File: src/rtl/core/lgg_pkg.sv
package lgg_pkg;

  // Default lattice depth
  localparam int MAX_SITES_DEF = 1024;

  localparam int SITE_W = 11;
  localparam int RND_W  = 16;
  localparam int W_W    = 20;   // weight width, exp(127/16)*256 < 2^20
  localparam int TOT_W  = 21;   // w0 + w1 + w2
  localparam int PROD_W = RND_W + TOT_W;

  // Stages that may hold a lattice write not yet committed
  localparam int PEND_STAGES = 4;

  localparam logic [SITE_W-1:0] LEN_RESET = 11'd1024;
  localparam logic [W_W-1:0]    W_EMPTY   = 20'd256;

  // Site contents
  localparam logic [1:0] SPC_EMPTY  = 2'd0;
  localparam logic [1:0] SPC_FIRST  = 2'd1;
  localparam logic [1:0] SPC_SECOND = 2'd2;

  typedef enum logic [1:0] {
    OP_UPDATE = 2'd0,
    OP_WRITE  = 2'd1,
    OP_READ   = 2'd2
  } op_e;

  typedef enum logic [2:0] {
    REG_BIAS_FIRST     = 3'd0,
    REG_BIAS_SECOND    = 3'd1,
    REG_COUP_FF        = 3'd2,
    REG_COUP_FS        = 3'd3,
    REG_COUP_SF        = 3'd4,
    REG_COUP_SS        = 3'd5,
    REG_LATTICE_LENGTH = 3'd6
  } cfg_reg_e;

  typedef struct packed {
    logic [7:0] bias_first;
    logic [7:0] bias_second;
    logic [7:0] coup_ff;
    logic [7:0] coup_fs;
    logic [7:0] coup_sf;
    logic [7:0] coup_ss;
  } cfg_t;

  // Item as it enters the pipeline
  typedef struct packed {
    logic              upd;    // gibbs update
    logic              wr;     // direct write
    logic              oor;    // site outside the lattice
    logic              mw;     // commits a lattice write
    logic              lo_ok;  // left neighbour in range
    logic              hi_ok;  // right neighbour in range
    logic [SITE_W-1:0] site;
    logic [1:0]        spin;
    logic [RND_W-1:0]  rnd;
  } item_t;

  // Item state past the first stage
  typedef struct packed {
    logic              upd;
    logic              oor;
    logic              mw;
    logic [SITE_W-1:0] site;
    logic [1:0]        spc;
    logic [RND_W-1:0]  rnd;
  } st_t;

  typedef struct packed {
    logic              act;
    logic [SITE_W-1:0] site;
  } pend_t;

  typedef struct packed {
    logic              en;
    logic [SITE_W-1:0] site;
    logic [1:0]        spc;
  } mem_wr_t;

  typedef logic [255:0][W_W-1:0] weight_lut_t;

  // Restoring long division; only used while the weight table is built
  function automatic logic [63:0] udiv64(logic [63:0] num, logic [63:0] den);
    logic [63:0] quo;
    logic [64:0] rem;
    quo = '0;
    rem = '0;
    for (int b = 63; b >= 0; b--) begin
      rem = {rem[63:0], num[b]};
      if (rem >= {1'b0, den}) begin
        rem    = rem - {1'b0, den};
        quo[b] = 1'b1;
      end
    end
    return quo;
  endfunction

  // round(exp(E/16)*256) for every Q4.4 energy, built with the same Q14.50
  // truncation as the golden arithmetic. Evaluated at elaboration.
  function automatic weight_lut_t build_weight_lut();
    weight_lut_t        lut;
    logic [63:0]        pw [8];
    logic [63:0]        term;
    logic [63:0]        sum;
    logic [63:0]        p;
    logic [63:0]        q;
    logic [127:0]       prod;
    logic [7:0]         ib;
    logic signed [8:0]  e;
    logic [7:0]         mag;
    lut  = '0;
    term = 64'd1 << 50;
    sum  = 64'd1 << 50;
    for (int n = 1; n <= 20; n++) begin
      term = udiv64(term >> 4, 64'(n));
      sum  = sum + term;
    end
    pw[0] = sum;
    for (int k = 1; k < 8; k++) begin
      prod  = {64'd0, pw[k-1]} * {64'd0, pw[k-1]};
      pw[k] = prod[113:50];
    end
    for (int i = 0; i < 256; i++) begin
      ib  = 8'(i);
      e   = {ib[7], ib};
      mag = e[8] ? 8'(9'sd0 - e) : ib;
      p   = 64'd1 << 50;
      for (int k = 0; k < 8; k++) begin
        if (mag[k]) begin
          prod = {64'd0, p} * {64'd0, pw[k]};
          p    = prod[113:50];
        end
      end
      if (!e[8]) begin
        q = (p + (64'd1 << 41)) >> 42;
      end else begin
        q = udiv64((64'd1 << 58) + (p >> 1), p);
      end
      lut[i] = q[W_W-1:0];
    end
    return lut;
  endfunction

  localparam weight_lut_t WEIGHT_LUT = build_weight_lut();

endpackage

File: src/rtl/core/lgg_site_mem.sv
module lgg_site_mem #(
  parameter int DEPTH = lgg_pkg::MAX_SITES_DEF,
  parameter int AW    = $clog2(DEPTH)
) (
  input  logic          clk,
  input  logic          we,
  input  logic [AW-1:0] waddr,
  input  logic [1:0]    wdata,
  input  logic          re,
  input  logic [AW-1:0] raddr_a,
  input  logic [AW-1:0] raddr_b,
  output logic [1:0]    rdata_a,
  output logic [1:0]    rdata_b
);
  import lgg_pkg::*;

  logic [1:0] mem [DEPTH];

  always_ff @(posedge clk) begin
    if (we) begin
      mem[waddr] <= wdata;
    end
  end

  always_ff @(posedge clk) begin
    if (re) begin
      rdata_a <= mem[raddr_a];
      rdata_b <= mem[raddr_b];
    end
  end

endmodule

File: config.mk
export PLATFORM = sky130hd
export DESIGN_NAME = lgg_site_mem
export DESIGN_NICKNAME = d
export VERILOG_FILES = /design/src/rtl/core/lgg_pkg.sv /design/src/rtl/core/lgg_site_mem.sv
export SDC_FILE = /design/constraint.sdc
export NUM_CORES = 2
export LEC_CHECK = 0
export BUFFER_PORTS_ARGS = -buffer_cell sky130_fd_sc_hd__buf_2
export CAP_MARGIN = 10
export CORE_MARGIN = 8
export CORE_UTILIZATION = 52
export CTS_BUF_LIST = sky130_fd_sc_hd__clkbuf_2
export DETAILED_ROUTE_END_ITERATION = 10
export PLACE_DENSITY = 0.67
export SYNTH_ARGS = -nofsm -noshare
export SYNTH_HDL_FRONTEND = slang
export SYNTH_SLANG_ARGS = --single-unit
File: constraint.sdc
create_clock -name clk -period 6.7 [get_ports clk]
set_input_delay 1.005 -clock clk [delete_from_list [all_inputs] [get_ports clk]]
set_output_delay 1.005 -clock clk [all_outputs]
set_load 0.05 [all_outputs]
==> reports/results.ini <==
[setup_path]
path_common_cell = dlygate4sd3_1
worst_r2r_endpoint = rdata_a[1]$_DFFE_PP_
worstSetupStartpoint = mem[939][1]$_DFFE_PP_
endpoint = rdata_a[1]$_DFFE_PP_
required_ns = 8.34
cp.buffers_inverters = 2
r2r_start = mem[939][1]$_DFFE_PP_
cp-end-kind = flip-flop
cp_cell_sequence = mux4_2, a22o_1, a221oi_1, o22ai_1, nor4_1, or4_1, a21o_1, dlygate4sd3_1, nand3_1, dlygate4sd3_1
crit_cells = 10
rrSetupSlack_ns = 2.20
crit_type = reg2reg
cp_top_family = simple AND/OR/NAND/NOR gates
cp_max_fo = 2
arrival_ns = 6.14
max_stage_delay_ns = 1.02
start_kind = flip-flop
r2r_cells = 10
critPathSlowestCell = nor4_1

[synthesis]
syn_nets = 6244
synth_edf_count = 2052
syn_inst = 6209
ys_seq_area_share_pct = 61.1
ys_ff_latch = 2052
synth_ff_type = edfxtp_1
synth_area_per_cell_um2 = 16.2
syn-cell-area_mm2 = 0.101
ys_types = 71
ys_warn_count = 0
async_flop_share_pct = 0

[die]
die_w_um = 456
core_mm2 = 0.193
num_rows = 161
die_area_mm2 = 0.208
pin_count = 39
die_h_um = 456
start_util_pct = 52.3

[timing]
worst_slew_pin_slew_ns = 1.44
finalHoldViolations = 0
finalCritPeriodShare_pct = 67.1
holdWs_ns = 0.0796
setup_violations = 0
fin_worst_skew_ns = 0.134
rsz0062_at_grt = false
slew_violations = 0
setup_tns_ns = 0
fmax_ghz = 0.222
maxSlewHeadroom_pct = 3.76
fin_crit_ns = 4.50
finalWorstSetupSlack_ns = 2.20

[route]
via_count = 66800
drt-total-wl_um = 339000
drtPass1Iterations = 9
avgRoutedWirePerCell_um = 36.1
ant_nets = 0
viasPerCell = 7.14
drt_iter0_markers = 10100
post-route-drc-count = 0

[clocking]
clk_path_buf_depth = 4
cts_root_buf = clkbuf_2
cts_inserted_buffers = 552
clkSinkCount = 2052
post_cts_resized = 0
cts.clk_slew.worst_paths_ns = 0.11
clk_latency_ns = 1.92
postCtsSetupBuffers = 0
cts_tree = done
ctsHoldBuffers = 30
htree_levels = 6

[grt]
grt_pass1_vias = 66600
grt_pass1_wl_um = 476000
antenna_found_initial = 32
grtUsageTotal_pct = 31.5
grt_max_degree = 223
grt-ovfl-total = 0

[layout]
drive_above_1_share_pct = 29.6
mostFrequentLayoutCells = edfxtp_1 (2052), nor2_1 (1073), mux4_2 (883)
finalNetCount = 6473
final_common_cell = edfxtp_1
area_growth_pct = 7.72
nFillCells = 15200

[placement]
dp_hpwl_um = 195000
numPortBuffers = 38
dp_slack_ns = 1.06
gp_congestion = 0.900

[pwr]
power_leakage_nw = 34.4
power_density_mw_per_mm2 = 235
peakVddDrop_v = 0.000177
total_power_mw = 25.5

[run_status]
status = finished clean

[run]
maxCapViolCount = 0

[min_path]
hp-class = in2reg

-- worst reg2reg max path, cell delays in order (launching register included) --
cell and delay, ns:
edfxtp_1 0.39, mux4_2 0.48, a22o_1 0.26, a221oi_1 0.32
o22ai_1 0.17, nor4_1 1.02, or4_1 0.25, a21o_1 0.09
dlygate4sd3_1 0.55, nand3_1 0.07, dlygate4sd3_1 0.56
-- cell usage after synthesis (66+ instances only) --
cell type  number  area [um2]
buf_6          88         991
o21ai_0        72         360
nor2_1       1079        4050
mux2i_1       447        4470
edfxtp_1     2052       61600
clkbuf_1      295        1110
a22oi_1        88         661
o22ai_1       108         676
nor3_1         83         415
a21oi_1       154         771
buf_2          81         405
o221ai_1      170        1490
mux4_2        883       19900
nand2_1       135         507
buf_1          66         248
-- how the worst min path moves through the flow --
stage                          start               endpoint  slack, ns  depth (start not counted)
2_1_floorplan  mem[254][0]$_DFFE_PP_   rdata_b[0]$_DFFE_PP_       0.91                          6
3_3_place_gp   mem[632][0]$_DFFE_PP_   rdata_a[0]$_DFFE_PP_       1.18                          4
3_5_place_dp   mem[632][0]$_DFFE_PP_   rdata_a[0]$_DFFE_PP_       1.23                          4
4_1_cts                     wdata[1]  mem[294][1]$_DFFE_PP_      0.004                          2
5_1_grt                     waddr[9]  mem[180][0]$_DFFE_PP_       0.02                          5
6_report                    waddr[9]  mem[180][0]$_DFFE_PP_       0.08                          5
-- logic make-up (layout without fill, tap and decap cells) --
logic type      after synthesis  after routing  synth area share [%]
compound gates              738            738                  5.11
flops                      2052           2052                  61.1
buf+inv                     597           1200                  3.41
mux                        1337           1337                  24.2
simple gates               1485           1485                  6.09
other cells                   0             29                     0
-- stage by stage --
stage	cells	util (%)	cell area (um2)
after floorplan	6209	-	101000
after CTS	9329	56.2	108000
after global placement	8368	53.5	103000
final	9367	56.4	109000
after detailed placement	8371	53.6	103000
after global routing	9352	56.4	109000
-- final cells by class --
| cell class | instances | area [um2] | share of cell area [%] |
|---|---|---|---|
| inverter | 10 | 50.0 | 0.0461 |
| antenna | 29 | 72.6 | 0.0668 |
| sequential | 2052 | 61600 | 56.8 |
| multi-input combinational | 3560 | 36200 | 33.3 |
| timing repair buffer | 262 | 2670 | 2.46 |
| tap | 2526 | 3160 | 2.91 |
| clock buffer | 776 | 3880 | 3.58 |
| clock inverter | 152 | 927 | 0.854 |
-- power breakdown --
group / internal, mW / switching, mW / leakage, nW / total (mW)
clock: 3.55 / 5.36 / 3.68 / 8.91
combinational: 0.854 / 1.57 / 12.2 / 2.42
sequential: 14.1 / 0.0145 / 18.4 / 14.1
-- routing by layer --
| layer | global-route usage, % | vias up | part of all wire [%] |
|---|---|---|---|
| met2 | 47.6 | 5408 | 45 |
| met4 | 18.2 | 14 | 6.6 |
| li1 | - | 26200 | - |
| met5 | 0 | - | 0.032 |
| met3 | 9.67 | 1145 | 14 |
| met1 | 40.7 | 34100 | 34 |
-- registers in the layout, indices dropped and copies added, names as in the netlist --
signal	flops
mem	2048
rdata_a	2
rdata_b	2
Power figures use the tool's default switching activity.
